### config.mk
export PLATFORM = sky130hd
export DESIGN_NAME = dual_mode_drive_turn_pid_unit
export DESIGN_NICKNAME = d
export VERILOG_FILES = /design/src/design/dtpid_pkg.sv /design/src/design/dual_mode_drive_turn_pid_unit.sv
export SDC_FILE = /design/constraint.sdc
export NUM_CORES = 2
export LEC_CHECK = 0
export ABC_AREA = 1
export BUFFER_PORTS_ARGS = -buffer_cell sky130_fd_sc_hd__buf_2
export CORE_MARGIN = 2
export CORE_UTILIZATION = 55
export DETAILED_ROUTE_END_ITERATION = 10
export GPL_ROUTABILITY_DRIVEN = 1
export PLACE_DENSITY = 0.75
export REMOVE_ABC_BUFFERS = 1
export SKIP_LAST_GASP = 1
export SLEW_MARGIN = 10
export SYNTH_ARGS = -nofsm -noshare
export SYNTH_HDL_FRONTEND = slang
export SYNTH_SLANG_ARGS = --single-unit
### constraint.sdc
create_clock -name clk_i -period 7.5 [get_ports clk_i]
set_input_delay 1.875 -clock clk_i [delete_from_list [all_inputs] [get_ports clk_i]]
set_output_delay 1.875 -clock clk_i [all_outputs]
set_load 0.05 [all_outputs]
### src/design/dtpid_pkg.sv
// Shared widths, codes and reset values of the dual-mode drive/turn PID unit.
package dtpid_pkg;

  localparam int unsigned POS_W   = 24;
  localparam int unsigned GAIN_W  = 16;
  localparam int unsigned SCALE_W = 9;
  localparam int unsigned CFG_W   = 16;
  localparam int unsigned IDX_W   = 3;
  localparam int unsigned OUT_W   = 32;

  localparam int unsigned ERR_W   = POS_W + 1;
  localparam int unsigned DER_W   = ERR_W + 1;
  localparam int unsigned SUM_W   = 40;
  localparam int unsigned RAW_W   = 48;
  localparam int unsigned ACC_W   = 58;

  localparam int unsigned MUL_A_W = 26;
  localparam int unsigned MUL_B_W = GAIN_W + 1;
  localparam int unsigned PROD_W  = MUL_A_W + MUL_B_W;

  localparam int unsigned SUM_SPLIT = 20;
  localparam int unsigned RAW_SPLIT = 24;

  localparam int unsigned SCALE_FRAC = 8;

  localparam int unsigned DRIVE_DIV  = 12;
  localparam int unsigned PRE_SHIFT  = 2;
  localparam int unsigned REM_DIV    = DRIVE_DIV / (2 ** PRE_SHIFT);
  localparam int unsigned REM_W      = 2;
  localparam int unsigned DIGIT_W    = 4;
  localparam int unsigned DIVN_W     = ACC_W - PRE_SHIFT;
  localparam int unsigned DIV_STEPS  = DIVN_W / DIGIT_W;
  localparam int unsigned DIV_CNT_W  = $clog2(DIV_STEPS);

  localparam logic [GAIN_W-1:0]  DRIVE_P_RESET = GAIN_W'(141);
  localparam logic [GAIN_W-1:0]  DRIVE_I_RESET = GAIN_W'(0);
  localparam logic [GAIN_W-1:0]  DRIVE_D_RESET = GAIN_W'(51);
  localparam logic [GAIN_W-1:0]  TURN_P_RESET  = GAIN_W'(115);
  localparam logic [GAIN_W-1:0]  TURN_I_RESET  = GAIN_W'(0);
  localparam logic [GAIN_W-1:0]  TURN_D_RESET  = GAIN_W'(102);
  localparam logic [SCALE_W-1:0] DRIVE_SCALE_RESET = SCALE_W'(256);
  localparam logic [SCALE_W-1:0] TURN_SCALE_RESET  = SCALE_W'(205);

  localparam logic signed [OUT_W-1:0] OUT_MAX = {1'b0, {(OUT_W-1){1'b1}}};
  localparam logic signed [OUT_W-1:0] OUT_MIN = {1'b1, {(OUT_W-1){1'b0}}};

  typedef enum logic [1:0] {
    MODE_BRAKE = 2'd0,
    MODE_DRIVE = 2'd1,
    MODE_TURN  = 2'd2,
    MODE_NONE  = 2'd3
  } mode_e;

  typedef enum logic [IDX_W-1:0] {
    REG_DRIVE_P     = 3'd0,
    REG_DRIVE_I     = 3'd1,
    REG_DRIVE_D     = 3'd2,
    REG_TURN_P      = 3'd3,
    REG_TURN_I      = 3'd4,
    REG_TURN_D      = 3'd5,
    REG_DRIVE_SCALE = 3'd6,
    REG_TURN_SCALE  = 3'd7
  } reg_e;

  // Halves a sum or difference, truncating toward zero.
  function automatic logic signed [ERR_W-1:0] half_tz(input logic signed [ERR_W-1:0] s);
    logic signed [ERR_W-1:0] t;
    t = s + $signed({{(ERR_W-1){1'b0}}, s[ERR_W-1]});
    return t >>> 1;
  endfunction

endpackage

### src/design/dual_mode_drive_turn_pid_unit.sv
// Top level of the dual-mode drive/turn PID unit: sequencer, shared multiplier and divider.

// One request is one control tick: four wheel encoder positions plus a drive and a turn
// target. A lone nonzero drive target runs the drive PID (left motors get +power, right
// motors -power), a lone nonzero turn target runs the turn PID (all motors get -power),
// two zero targets answer brake-hold and two nonzero targets answer no action; those two
// answers carry zero commands and leave the PID state untouched. Each request produces
// exactly one result. The unit handles one request at a time and holds in_stall_o high
// while it works. A tick is also held while its result waits for a full output register
// to drain. The single 26x17 multiplier serves the six partial products of a tick, each
// in a multiply state and an accumulate state, and the divide-by-twelve of the drive
// path retires four quotient bits per cycle. Results sit in an output register, so a
// finished result may wait on out_stall_i without losing data. Gains and scales are to
// be written through the plain write port while the unit is idle; the unit itself does
// not enforce this.
module dual_mode_drive_turn_pid_unit (
  input  logic                                 clk_i,
  input  logic                                 rst_ni,
  input  logic                                 cfg_we_i,
  input  logic [dtpid_pkg::IDX_W-1:0]          cfg_index_i,
  input  logic [dtpid_pkg::CFG_W-1:0]          cfg_data_i,
  input  logic                                 in_valid_i,
  output logic                                 in_stall_o,
  input  logic signed [dtpid_pkg::POS_W-1:0]   front_left_pos_i,
  input  logic signed [dtpid_pkg::POS_W-1:0]   front_right_pos_i,
  input  logic signed [dtpid_pkg::POS_W-1:0]   back_left_pos_i,
  input  logic signed [dtpid_pkg::POS_W-1:0]   back_right_pos_i,
  input  logic signed [dtpid_pkg::POS_W-1:0]   drive_target_i,
  input  logic signed [dtpid_pkg::POS_W-1:0]   turn_target_i,
  output logic                                 out_valid_o,
  input  logic                                 out_stall_i,
  output logic [1:0]                           mode_o,
  output logic signed [dtpid_pkg::OUT_W-1:0]   left_command_o,
  output logic signed [dtpid_pkg::OUT_W-1:0]   right_command_o
);

  typedef enum logic [3:0] {
    ST_IDLE,
    ST_AVG,
    ST_ERR,
    ST_SUM,
    ST_MUL,
    ST_ACC,
    ST_DIV_INIT,
    ST_DIV,
    ST_DIV_FIN,
    ST_SAT,
    ST_FIN,
    ST_LOAD
  } state_e;

  // Partial products of one tick, in the order the sequencer issues them.
  typedef enum logic [2:0] {
    T_P,
    T_D,
    T_IL,
    T_IH,
    T_SL,
    T_SH
  } term_e;

  localparam logic signed [dtpid_pkg::ACC_W-1:0] ROUND_NEG =
    dtpid_pkg::ACC_W'(2 ** dtpid_pkg::SCALE_FRAC - 1);
  localparam logic [dtpid_pkg::REM_W:0] REM_DIVISOR = (dtpid_pkg::REM_W + 1)'(dtpid_pkg::REM_DIV);

  // Configuration registers.
  logic [dtpid_pkg::GAIN_W-1:0]  drive_p_q, drive_i_q, drive_d_q;
  logic [dtpid_pkg::GAIN_W-1:0]  turn_p_q, turn_i_q, turn_d_q;
  logic [dtpid_pkg::SCALE_W-1:0] drive_scale_q, turn_scale_q;

  always_ff @(posedge clk_i or negedge rst_ni) begin
    if (!rst_ni) begin
      drive_p_q     <= dtpid_pkg::DRIVE_P_RESET;
      drive_i_q     <= dtpid_pkg::DRIVE_I_RESET;
      drive_d_q     <= dtpid_pkg::DRIVE_D_RESET;
      turn_p_q      <= dtpid_pkg::TURN_P_RESET;
      turn_i_q      <= dtpid_pkg::TURN_I_RESET;
      turn_d_q      <= dtpid_pkg::TURN_D_RESET;
      drive_scale_q <= dtpid_pkg::DRIVE_SCALE_RESET;
      turn_scale_q  <= dtpid_pkg::TURN_SCALE_RESET;
    end else if (cfg_we_i) begin
      case (dtpid_pkg::reg_e'(cfg_index_i))
        dtpid_pkg::REG_DRIVE_P:     drive_p_q     <= cfg_data_i[dtpid_pkg::GAIN_W-1:0];
        dtpid_pkg::REG_DRIVE_I:     drive_i_q     <= cfg_data_i[dtpid_pkg::GAIN_W-1:0];
        dtpid_pkg::REG_DRIVE_D:     drive_d_q     <= cfg_data_i[dtpid_pkg::GAIN_W-1:0];
        dtpid_pkg::REG_TURN_P:      turn_p_q      <= cfg_data_i[dtpid_pkg::GAIN_W-1:0];
        dtpid_pkg::REG_TURN_I:      turn_i_q      <= cfg_data_i[dtpid_pkg::GAIN_W-1:0];
        dtpid_pkg::REG_TURN_D:      turn_d_q      <= cfg_data_i[dtpid_pkg::GAIN_W-1:0];
        dtpid_pkg::REG_DRIVE_SCALE: drive_scale_q <= cfg_data_i[dtpid_pkg::SCALE_W-1:0];
        dtpid_pkg::REG_TURN_SCALE:  turn_scale_q  <= cfg_data_i[dtpid_pkg::SCALE_W-1:0];
        default: ;
      endcase
    end
  end

  // Sequencer state, PID history and working registers.
  state_e                                 state_q, state_d;
  term_e                                  term_q, term_d;
  dtpid_pkg::mode_e                       mode_q, mode_d;
  logic signed [dtpid_pkg::POS_W-1:0]     fl_q, fl_d, fr_q, fr_d, bl_q, bl_d, br_q, br_d;
  logic signed [dtpid_pkg::POS_W-1:0]     tgt_q, tgt_d;
  logic signed [dtpid_pkg::ERR_W-1:0]     la_q, la_d, ra_q, ra_d;
  logic signed [dtpid_pkg::ERR_W-1:0]     err_q, err_d;
  logic signed [dtpid_pkg::DER_W-1:0]     deriv_q, deriv_d;
  logic signed [dtpid_pkg::SUM_W-1:0]     sum_q, sum_d;
  logic signed [dtpid_pkg::ERR_W-1:0]     last_drive_q, last_drive_d;
  logic signed [dtpid_pkg::ERR_W-1:0]     last_turn_q, last_turn_d;
  logic signed [dtpid_pkg::SUM_W-1:0]     drive_sum_q, drive_sum_d;
  logic signed [dtpid_pkg::SUM_W-1:0]     turn_sum_q, turn_sum_d;
  logic signed [dtpid_pkg::PROD_W-1:0]    prod_q, prod_d;
  logic signed [dtpid_pkg::ACC_W-1:0]     acc_q, acc_d;
  logic signed [dtpid_pkg::RAW_W-1:0]     raw_q, raw_d;
  logic [dtpid_pkg::DIVN_W-1:0]           div_q, div_d;
  logic [dtpid_pkg::REM_W-1:0]            rem_q, rem_d;
  logic [dtpid_pkg::DIV_CNT_W-1:0]        cnt_q, cnt_d;
  logic                                   neg_q, neg_d;
  logic signed [dtpid_pkg::OUT_W-1:0]     res_left_q, res_left_d;
  logic signed [dtpid_pkg::OUT_W-1:0]     res_right_q, res_right_d;
  logic                                   out_valid_q, out_valid_d;
  dtpid_pkg::mode_e                       out_mode_q, out_mode_d;
  logic signed [dtpid_pkg::OUT_W-1:0]     out_left_q, out_left_d;
  logic signed [dtpid_pkg::OUT_W-1:0]     out_right_q, out_right_d;

  logic                                   is_drive;
  logic                                   in_fire;
  logic                                   out_free;
  logic signed [dtpid_pkg::MUL_A_W-1:0]   mul_a;
  logic signed [dtpid_pkg::MUL_B_W-1:0]   mul_b;
  logic [dtpid_pkg::GAIN_W-1:0]           gain_p, gain_i, gain_d;
  logic [dtpid_pkg::SCALE_W-1:0]          scale_sel;

  assign is_drive   = (mode_q == dtpid_pkg::MODE_DRIVE);
  assign in_stall_o = (state_q != ST_IDLE);
  assign in_fire    = in_valid_i && !in_stall_o;
  assign out_free   = !out_valid_q || !out_stall_i;

  assign gain_p    = is_drive ? drive_p_q : turn_p_q;
  assign gain_i    = is_drive ? drive_i_q : turn_i_q;
  assign gain_d    = is_drive ? drive_d_q : turn_d_q;
  assign scale_sel = is_drive ? drive_scale_q : turn_scale_q;

  // Operand selection for the one shared multiplier. Wide operands are split into a
  // signed upper part and an unsigned lower part, recombined by a shift at accumulate.
  always_comb begin
    mul_a = '0;
    mul_b = '0;
    case (term_q)
      T_P: begin
        mul_a = dtpid_pkg::MUL_A_W'(err_q);
        mul_b = $signed({1'b0, gain_p});
      end
      T_D: begin
        mul_a = dtpid_pkg::MUL_A_W'(deriv_q);
        mul_b = $signed({1'b0, gain_d});
      end
      T_IL: begin
        mul_a = $signed({{(dtpid_pkg::MUL_A_W-dtpid_pkg::SUM_SPLIT){1'b0}},
                         sum_q[dtpid_pkg::SUM_SPLIT-1:0]});
        mul_b = $signed({1'b0, gain_i});
      end
      T_IH: begin
        mul_a = dtpid_pkg::MUL_A_W'($signed(sum_q[dtpid_pkg::SUM_W-1:dtpid_pkg::SUM_SPLIT]));
        mul_b = $signed({1'b0, gain_i});
      end
      T_SL: begin
        mul_a = $signed({{(dtpid_pkg::MUL_A_W-dtpid_pkg::RAW_SPLIT){1'b0}},
                         raw_q[dtpid_pkg::RAW_SPLIT-1:0]});
        mul_b = $signed({{(dtpid_pkg::MUL_B_W-dtpid_pkg::SCALE_W){1'b0}}, scale_sel});
      end
      T_SH: begin
        mul_a = dtpid_pkg::MUL_A_W'($signed(raw_q[dtpid_pkg::RAW_W-1:dtpid_pkg::RAW_SPLIT]));
        mul_b = $signed({{(dtpid_pkg::MUL_B_W-dtpid_pkg::SCALE_W){1'b0}}, scale_sel});
      end
      default: ;
    endcase
  end

  assign prod_d = mul_a * mul_b;

  // Next-state logic of the sequencer.
  always_comb begin
    logic signed [dtpid_pkg::SUM_W:0]     sum_wide;
    logic signed [dtpid_pkg::ERR_W-1:0]   last_sel;
    logic signed [dtpid_pkg::SUM_W-1:0]   sum_sel;
    logic signed [dtpid_pkg::ACC_W-1:0]   addend;
    logic signed [dtpid_pkg::ACC_W-1:0]   absv;
    logic signed [dtpid_pkg::ACC_W-1:0]   quot;
    logic signed [dtpid_pkg::ACC_W-1:0]   rounded;
    logic signed [dtpid_pkg::ACC_W-1:0]   shifted;
    logic signed [dtpid_pkg::OUT_W-1:0]   scaled;
    logic signed [dtpid_pkg::OUT_W-1:0]   negated;
    logic [dtpid_pkg::DIVN_W-1:0]         dv;
    logic [dtpid_pkg::REM_W-1:0]          rm;
    logic [dtpid_pkg::REM_W:0]            trial;

    state_d      = state_q;
    term_d       = term_q;
    mode_d       = mode_q;
    fl_d         = fl_q;
    fr_d         = fr_q;
    bl_d         = bl_q;
    br_d         = br_q;
    tgt_d        = tgt_q;
    la_d         = la_q;
    ra_d         = ra_q;
    err_d        = err_q;
    deriv_d      = deriv_q;
    sum_d        = sum_q;
    last_drive_d = last_drive_q;
    last_turn_d  = last_turn_q;
    drive_sum_d  = drive_sum_q;
    turn_sum_d   = turn_sum_q;
    acc_d        = acc_q;
    raw_d        = raw_q;
    div_d        = div_q;
    rem_d        = rem_q;
    cnt_d        = cnt_q;
    neg_d        = neg_q;
    res_left_d   = res_left_q;
    res_right_d  = res_right_q;
    out_valid_d  = out_valid_q && out_stall_i;
    out_mode_d   = out_mode_q;
    out_left_d   = out_left_q;
    out_right_d  = out_right_q;

    last_sel = is_drive ? last_drive_q : last_turn_q;
    sum_sel  = is_drive ? drive_sum_q : turn_sum_q;
    sum_wide = (dtpid_pkg::SUM_W+1)'(sum_sel) + (dtpid_pkg::SUM_W+1)'(err_q);

    addend = dtpid_pkg::ACC_W'(prod_q);
    if (term_q == T_IH) begin
      addend = addend <<< dtpid_pkg::SUM_SPLIT;
    end else if (term_q == T_SH) begin
      addend = addend <<< dtpid_pkg::RAW_SPLIT;
    end

    absv    = acc_q[dtpid_pkg::ACC_W-1] ? -acc_q : acc_q;
    quot    = dtpid_pkg::ACC_W'(div_q);
    rounded = acc_q + (acc_q[dtpid_pkg::ACC_W-1] ? ROUND_NEG : '0);
    shifted = rounded >>> dtpid_pkg::SCALE_FRAC;
    if ((shifted[dtpid_pkg::ACC_W-1:dtpid_pkg::OUT_W-1] == '0) ||
        (shifted[dtpid_pkg::ACC_W-1:dtpid_pkg::OUT_W-1] == '1)) begin
      scaled = shifted[dtpid_pkg::OUT_W-1:0];
    end else begin
      scaled = shifted[dtpid_pkg::ACC_W-1] ? dtpid_pkg::OUT_MIN : dtpid_pkg::OUT_MAX;
    end
    negated = (scaled == dtpid_pkg::OUT_MIN) ? dtpid_pkg::OUT_MAX : -scaled;

    // Four long-division steps by three; quotient bits shift in as dividend bits leave.
    dv = div_q;
    rm = rem_q;
    for (int i = 0; i < dtpid_pkg::DIGIT_W; i++) begin
      trial = {rm, dv[dtpid_pkg::DIVN_W-1]};
      dv    = {dv[dtpid_pkg::DIVN_W-2:0], 1'b0};
      if (trial >= REM_DIVISOR) begin
        trial = trial - REM_DIVISOR;
        dv[0] = 1'b1;
      end
      rm = trial[dtpid_pkg::REM_W-1:0];
    end

    case (state_q)
      ST_IDLE: begin
        if (in_fire) begin
          fl_d        = front_left_pos_i;
          fr_d        = front_right_pos_i;
          bl_d        = back_left_pos_i;
          br_d        = back_right_pos_i;
          res_left_d  = '0;
          res_right_d = '0;
          if (drive_target_i != '0 && turn_target_i == '0) begin
            mode_d  = dtpid_pkg::MODE_DRIVE;
            tgt_d   = drive_target_i;
            state_d = ST_AVG;
          end else if (drive_target_i == '0 && turn_target_i != '0) begin
            mode_d  = dtpid_pkg::MODE_TURN;
            tgt_d   = turn_target_i;
            state_d = ST_AVG;
          end else if (drive_target_i == '0) begin
            mode_d  = dtpid_pkg::MODE_BRAKE;
            state_d = ST_LOAD;
          end else begin
            mode_d  = dtpid_pkg::MODE_NONE;
            state_d = ST_LOAD;
          end
        end
      end
      ST_AVG: begin
        if (is_drive) begin
          la_d = dtpid_pkg::half_tz(dtpid_pkg::ERR_W'(fl_q) + dtpid_pkg::ERR_W'(bl_q));
          ra_d = dtpid_pkg::half_tz(dtpid_pkg::ERR_W'(fr_q) + dtpid_pkg::ERR_W'(br_q));
        end else begin
          la_d = '0;
          ra_d = dtpid_pkg::half_tz(dtpid_pkg::ERR_W'(fl_q) + dtpid_pkg::ERR_W'(fr_q));
        end
        state_d = ST_ERR;
      end
      ST_ERR: begin
        if (is_drive) begin
          err_d = dtpid_pkg::half_tz(ra_q - la_q) - dtpid_pkg::ERR_W'(tgt_q);
        end else begin
          err_d = ra_q - dtpid_pkg::ERR_W'(tgt_q);
        end
        state_d = ST_SUM;
      end
      ST_SUM: begin
        // The integral saturates to 40 bits; the history of the running PID is updated.
        if (sum_wide[dtpid_pkg::SUM_W] != sum_wide[dtpid_pkg::SUM_W-1]) begin
          sum_d = sum_wide[dtpid_pkg::SUM_W] ? {1'b1, {(dtpid_pkg::SUM_W-1){1'b0}}}
                                             : {1'b0, {(dtpid_pkg::SUM_W-1){1'b1}}};
        end else begin
          sum_d = sum_wide[dtpid_pkg::SUM_W-1:0];
        end
        deriv_d = dtpid_pkg::DER_W'(err_q) - dtpid_pkg::DER_W'(last_sel);
        if (is_drive) begin
          last_drive_d = err_q;
          drive_sum_d  = sum_d;
        end else begin
          last_turn_d = err_q;
          turn_sum_d  = sum_d;
        end
        acc_d   = '0;
        term_d  = T_P;
        state_d = ST_MUL;
      end
      ST_MUL: begin
        state_d = ST_ACC;
      end
      ST_ACC: begin
        acc_d = acc_q + addend;
        if (term_q == T_IH) begin
          state_d = is_drive ? ST_DIV_INIT : ST_SAT;
        end else if (term_q == T_SH) begin
          state_d = ST_FIN;
        end else begin
          term_d  = term_e'(term_q + 3'd1);
          state_d = ST_MUL;
        end
      end
      ST_DIV_INIT: begin
        // Divide by twelve: drop two bits of the magnitude, then divide by three.
        neg_d   = acc_q[dtpid_pkg::ACC_W-1];
        div_d   = absv[dtpid_pkg::ACC_W-1:dtpid_pkg::PRE_SHIFT];
        rem_d   = '0;
        cnt_d   = '0;
        state_d = ST_DIV;
      end
      ST_DIV: begin
        div_d = dv;
        rem_d = rm;
        cnt_d = cnt_q + 1'b1;
        if (cnt_q == dtpid_pkg::DIV_CNT_W'(dtpid_pkg::DIV_STEPS - 1)) begin
          state_d = ST_DIV_FIN;
        end
      end
      ST_DIV_FIN: begin
        acc_d   = neg_q ? -quot : quot;
        state_d = ST_SAT;
      end
      ST_SAT: begin
        if ((acc_q[dtpid_pkg::ACC_W-1:dtpid_pkg::RAW_W-1] == '0) ||
            (acc_q[dtpid_pkg::ACC_W-1:dtpid_pkg::RAW_W-1] == '1)) begin
          raw_d = acc_q[dtpid_pkg::RAW_W-1:0];
        end else begin
          raw_d = acc_q[dtpid_pkg::ACC_W-1] ? {1'b1, {(dtpid_pkg::RAW_W-1){1'b0}}}
                                            : {1'b0, {(dtpid_pkg::RAW_W-1){1'b1}}};
        end
        acc_d   = '0;
        term_d  = T_SL;
        state_d = ST_MUL;
      end
      ST_FIN: begin
        if (is_drive) begin
          res_left_d  = scaled;
          res_right_d = negated;
        end else begin
          res_left_d  = negated;
          res_right_d = negated;
        end
        state_d = ST_LOAD;
      end
      ST_LOAD: begin
        if (out_free) begin
          out_valid_d = 1'b1;
          out_mode_d  = mode_q;
          out_left_d  = res_left_q;
          out_right_d = res_right_q;
          state_d     = ST_IDLE;
        end
      end
      default: state_d = ST_IDLE;
    endcase
  end

  always_ff @(posedge clk_i or negedge rst_ni) begin
    if (!rst_ni) begin
      state_q      <= ST_IDLE;
      term_q       <= T_P;
      mode_q       <= dtpid_pkg::MODE_BRAKE;
      fl_q         <= '0;
      fr_q         <= '0;
      bl_q         <= '0;
      br_q         <= '0;
      tgt_q        <= '0;
      la_q         <= '0;
      ra_q         <= '0;
      err_q        <= '0;
      deriv_q      <= '0;
      sum_q        <= '0;
      last_drive_q <= '0;
      last_turn_q  <= '0;
      drive_sum_q  <= '0;
      turn_sum_q   <= '0;
      prod_q       <= '0;
      acc_q        <= '0;
      raw_q        <= '0;
      div_q        <= '0;
      rem_q        <= '0;
      cnt_q        <= '0;
      neg_q        <= 1'b0;
      res_left_q   <= '0;
      res_right_q  <= '0;
      out_valid_q  <= 1'b0;
      out_mode_q   <= dtpid_pkg::MODE_BRAKE;
      out_left_q   <= '0;
      out_right_q  <= '0;
    end else begin
      state_q      <= state_d;
      term_q       <= term_d;
      mode_q       <= mode_d;
      fl_q         <= fl_d;
      fr_q         <= fr_d;
      bl_q         <= bl_d;
      br_q         <= br_d;
      tgt_q        <= tgt_d;
      la_q         <= la_d;
      ra_q         <= ra_d;
      err_q        <= err_d;
      deriv_q      <= deriv_d;
      sum_q        <= sum_d;
      last_drive_q <= last_drive_d;
      last_turn_q  <= last_turn_d;
      drive_sum_q  <= drive_sum_d;
      turn_sum_q   <= turn_sum_d;
      prod_q       <= prod_d;
      acc_q        <= acc_d;
      raw_q        <= raw_d;
      div_q        <= div_d;
      rem_q        <= rem_d;
      cnt_q        <= cnt_d;
      neg_q        <= neg_d;
      res_left_q   <= res_left_d;
      res_right_q  <= res_right_d;
      out_valid_q  <= out_valid_d;
      out_mode_q   <= out_mode_d;
      out_left_q   <= out_left_d;
      out_right_q  <= out_right_d;
    end
  end

  assign out_valid_o     = out_valid_q;
  assign mode_o          = out_mode_q;
  assign left_command_o  = out_left_q;
  assign right_command_o = out_right_q;

  // Only one request is in flight: acceptance always closes the input side next cycle.
  a_one_in_flight: assert property (@(posedge clk_i) disable iff (!rst_ni)
    in_valid_i && !in_stall_o |=> in_stall_o)
    else $error("input accepted while a request was still in progress");

  // Brake-hold and no-action results carry zero commands.
  a_idle_modes_zero: assert property (@(posedge clk_i) disable iff (!rst_ni)
    out_valid_o && (mode_o == dtpid_pkg::MODE_BRAKE || mode_o == dtpid_pkg::MODE_NONE)
    |-> left_command_o == '0 && right_command_o == '0)
    else $error("brake or no-action result with nonzero commands");

  // A turn drives both sides with the same command.
  a_turn_equal: assert property (@(posedge clk_i) disable iff (!rst_ni)
    out_valid_o && mode_o == dtpid_pkg::MODE_TURN |-> left_command_o == right_command_o)
    else $error("turn result with unequal side commands");

  // A drive move commands the right side with the saturated negation of the left.
  a_drive_mirror: assert property (@(posedge clk_i) disable iff (!rst_ni)
    out_valid_o && mode_o == dtpid_pkg::MODE_DRIVE
    |-> right_command_o == ((left_command_o == dtpid_pkg::OUT_MIN) ?
                            dtpid_pkg::OUT_MAX : -left_command_o))
    else $error("drive result sides are not mirrored");

endmodule
==> tab_implementation.tex <==
\begin{tabular}{lr}
\hline
Metric & Value \\
\hline
\multicolumn{2}{l}{\textbf{Synth}} \\
\quad Async set-or-reset flop fraction in the synthesized netlist & 100\% \\
\quad Mapped Cells & 10000 \\
\quad Synth unique cells & 64 \\
\quad Cell Area, Synth & 72300 um2 \\
\quad Most instantiated flip-flop cell in the synthesis netlist & sky130\_fd\_sc\_hd\_\_dfrtp\_1 \\
\quad YS warnings & 0 \\
\quad Yosys reg bits & 855 \\
\quad Post-synth EDFFs & 0 \\
\quad Sequential cell area fraction in the yosys report & 29.6\% \\
\quad Per-instance average area after synthesis & 7.23 um2 \\
\multicolumn{2}{l}{\textbf{GRT}} \\
\quad Antenna violations before repair & 3 \\
\quad Total gr overflow & 0 \\
\quad Global-route wire length before repair & 378000 um \\
\quad Overall fraction of global-route tracks in use & 35.6\% \\
\quad Vias in the first global route & 67500 \\
\quad Pin count of the biggest net entering global routing & 169 \\
\multicolumn{2}{l}{\textbf{Clocking}} \\
\quad Hold-fix buffers at CTS & 0 \\
\quad Clock root cell & sky130\_fd\_sc\_hd\_\_clkbuf\_16 \\
\quad Number of levels in the clock H-tree & 3 \\
\quad Clock buffers created by TritonCTS & between 90 and 100 \\
\quad Worst-path clk slew & roughly 0.07 ns \\
\quad Buffers from clock root to sink, at most & 3 \\
\quad Clock insertion delay at the later pin of the skew report & 0.75 ns \\
\quad Clock tree from TritonCTS & built \\
\quad Sinks on Clock Net & approximately 860 \\
\multicolumn{2}{l}{\textbf{Timing}} \\
\quad Final TNS setup & 0 ns \\
\quad Post-layout min period & 7.33 ns \\
\quad Measured slew at the worst slew-check pin & approximately 1.2 ns \\
\quad Period utilisation layout & 97.8\% \\
\quad Maximum clock skew at final layout & approximately 0.06 ns \\
\quad Max-slew violation total from the final report & 0 \\
\quad Unrepaired setup endpoints after global routing & yes \\
\quad Slew Limit Headroom & 16.1\% \\
\quad Final Hold Viols & 0 \\
\quad Setup violations, final & 0 \\
\quad Max frequency & 136 MHz \\
\multicolumn{2}{l}{\textbf{Place}} \\
\quad RePlAce Congestion & 0.999 \\
\quad Total half-perimeter wirelength after legalization and detailed placement & around 190000 um \\
\quad IO buf count & 235 \\
\quad Count of placed standard cells including taps & between 10000 and 15000 \\
\multicolumn{2}{l}{\textbf{Floorplanning}} \\
\quad I/O pin cnt & $\sim$240 \\
\quad Height of the die & 367 um \\
\quad Rows & 133 \\
\quad Placeable core region & 131000 um2 \\
\quad Floorplan die area & 134000 um2 \\
\quad Initial Utilization & between 50\% and 60\% \\
\quad Die extent in x & 367 um \\
\multicolumn{2}{l}{\textbf{Critical path}} \\
\quad Critical Path AT & 7.91 ns \\
\quad Reg-to-reg setup timing slack & around 0.17 ns \\
\quad Crit. End Element & flip-flop \\
\quad Highest fanout seen on the critical path & 10 \\
\quad Setup Crit Path Kind & flip-flop to flip-flop \\
\quad Data required time at the worst endpoint & 8.08 ns \\
\quad Worst stage delay on the critical path & 0.59 ns \\
\quad Worst setup SP type & flip-flop \\
\quad Worst-path cell with the longest stage delay & sky130\_fd\_sc\_hd\_\_fa\_2 \\
\multicolumn{2}{l}{\textbf{Status}} \\
\quad Outcome & completed \\
\multicolumn{2}{l}{\textbf{Detailed routing}} \\
\quad Routed WL per cell & 19.9 um \\
\quad Total Routed Length & 243000 um \\
\quad DRT iter0 DRCs & 6450 \\
\quad DRT antenna net count & 0 \\
\quad Drt pass-1 iters & 7 \\
\quad Post-detailed-route via-to-cell ratio & roughly 5.7 \\
\quad Total vias in the final route & $\sim$70000 \\
\quad Final routed DRC violation total & 0 \\
\multicolumn{2}{l}{\textbf{Finish}} \\
\quad Filler-free cell count of the finished design & 12200 \\
\quad Synth-to-Final Area Change & 13.5\% \\
\quad Post-layout net count & approximately 11000 \\
\quad Share of cells above drive strength 1 & between 10\% and 20\% \\
\multicolumn{2}{l}{\textbf{Flow run}} \\
\quad Count of maximum capacitance violations & 0 \\
\multicolumn{2}{l}{\textbf{Worst hold path}} \\
\quad Min-delay worst type & flip-flop to flip-flop \\
\hline
\end{tabular}
-- per-layer routing --
| layer | global-route usage (%) | part of all wire (%) | up-vias |
|---|---|---|---|
| li1 | - | - | 32800 |
| met1 | 47.3 | 41 | 33400 |
| met2 | 57.9 | 46 | 2866 |
| met3 | 4.99 | 7.3 | 666 |
| met4 | 16.4 | 5.1 | 2 |
| met5 | 0 | 0.0074 | - |
-- synthesized netlist by cell type, drive strengths merged (5+ instances only) --
master	number	share of area [%]
o21ai	913	6.3
nand3	285	2.1
mux2	26	0.40
inv	1527	7.9
fa	413	11
a21boi	12	0.12
buf	77	0.57
o21a	26	0.27
nor4	40	0.35
o31ai	12	0.12
dfrtp	832	29
and2	8	0.069
xnor2	105	1.3
a31oi	138	1.2
a21oi	519	3.6
o221ai	16	0.19
clkbuf	305	1.6
a221oi	5	0.061
a21o	18	0.19
nand3b	13	0.13
nand2	2616	14
or2	71	0.61
ha	374	6.5
xor2	160	1.9
clkinv	7	0.036
a211oi	9	0.093
a22oi	65	0.67
o22ai	113	0.99
nand4	83	0.72
o21bai	25	0.26
a2111oi	15	0.18
o211ai	50	0.52
mux2i	24	0.33
nor3	88	0.62
nor2	972	5.1
dfstp	23	0.84
-- cells in the final DEF, fill, tap and decap left out, types with 21 or more instances in the layout --
master	instances
sky130_fd_sc_hd__a21oi_1	508
sky130_fd_sc_hd__a22oi_1	65
sky130_fd_sc_hd__a31oi_1	134
sky130_fd_sc_hd__buf_12	31
sky130_fd_sc_hd__buf_2	234
sky130_fd_sc_hd__buf_4	379
sky130_fd_sc_hd__buf_6	21
sky130_fd_sc_hd__clkbuf_1	21
sky130_fd_sc_hd__clkbuf_16	98
sky130_fd_sc_hd__dfrtp_1	832
sky130_fd_sc_hd__dfstp_2	23
sky130_fd_sc_hd__fa_1	399
sky130_fd_sc_hd__ha_1	358
sky130_fd_sc_hd__inv_1	1493
sky130_fd_sc_hd__inv_2	29
sky130_fd_sc_hd__mux2_2	26
sky130_fd_sc_hd__mux2i_1	24
sky130_fd_sc_hd__nand2_1	2579
sky130_fd_sc_hd__nand2_2	33
sky130_fd_sc_hd__nand3_1	271
sky130_fd_sc_hd__nand4_1	83
sky130_fd_sc_hd__nor2_1	914
sky130_fd_sc_hd__nor2_2	34
sky130_fd_sc_hd__nor2_4	24
sky130_fd_sc_hd__nor3_1	85
sky130_fd_sc_hd__nor4_1	36
sky130_fd_sc_hd__o211ai_1	50
sky130_fd_sc_hd__o21a_1	26
sky130_fd_sc_hd__o21ai_0	876
sky130_fd_sc_hd__o21ai_1	34
sky130_fd_sc_hd__o21bai_1	25
sky130_fd_sc_hd__o22ai_1	107
sky130_fd_sc_hd__or2_2	71
sky130_fd_sc_hd__xnor2_1	105
sky130_fd_sc_hd__xor2_1	158
-- layout make-up --
class	count	area, um2
clock inverter	37	498
timing repair buffer	673	5030
timing repair inverter	2	15.0
multi-input combinational	7237	44500
clock buffer	130	2660
fill	11800	48900
inverter	1534	5790
antenna	1	2.50
tap	1755	2200
sequential	855	21400
-- worst max-delay path, delay by kind of cell, from the launching register on --
family,cells,cell delay (ns)
adders and majority gates,8,3.46
AOI/OAI and AO/OA,6,1.13
buffers and inverters,9,1.03
and+or+nand+nor,11,1.01
DFF,1,0.40
xor gates and xnor gates,1,0.13
-- repair_timing --
action	in CTS	in global routing
gates cloned	0	4
setup buffers	5	40
endpoints found under the setup margin	22	22
resized for setup	46	218
pin swaps	4	78
-- flip-flops by register name (all words and copies together), names as in the netlist, 25 cells and up --
register and flops:
acc_q 58, div_q 56, deriv_q 26, sum_q 40
drive_sum_q 40, prod_q 43, raw_q 48, res_left_q 32
res_right_q 32, last_drive_q 25, err_q 25, left_command_o 32
right_command_o 32, turn_sum_q 40, last_turn_q 25
-- final timing paths --
check	from	end	cells after the start
setup / recovery	term_q[0]	prod_q[31]	35
hold reg to reg	drive_sum_q[24]	drive_sum_q[24]	2
setup reg to reg	term_q[0]	prod_q[31]	35
max in group asynchronous	rst_ni	prod_q[42]	2
min in group asynchronous	rst_ni	right_command_o[9]	1
hold / removal	drive_sum_q[24]	drive_sum_q[24]	2
-- logic make-up after synthesis --
group,synth area share (%)
flops,29.6
compound gates,15.0
fa+ha+maj,17.9
buf+inv,10.1
simple gates,23.4
mux,0.737
xor+xnor,3.21
-- stage by stage --
| stage | hold slack [ns] | worst slack, ns | instance area, um2 | util, % |
|---|---|---|---|---|
| after floorplan | 0.445 | -12.58 | 70800 | - |
| after global placement | 0.459 | -0.487 | 77400 | 59.1 |
| after detailed placement | 0.465 | -0.539 | 77400 | 59.1 |
| after CTS | 0.481 | 0.00260 | 80700 | 61.7 |
| after global routing | 0.498 | -0.109 | 82100 | 62.7 |
| final | 0.480 | 0.168 | 82100 | 62.7 |
Power is not shown: default switching activity piles up to over one toggle a cycle in this logic, so the estimate is an artifact.
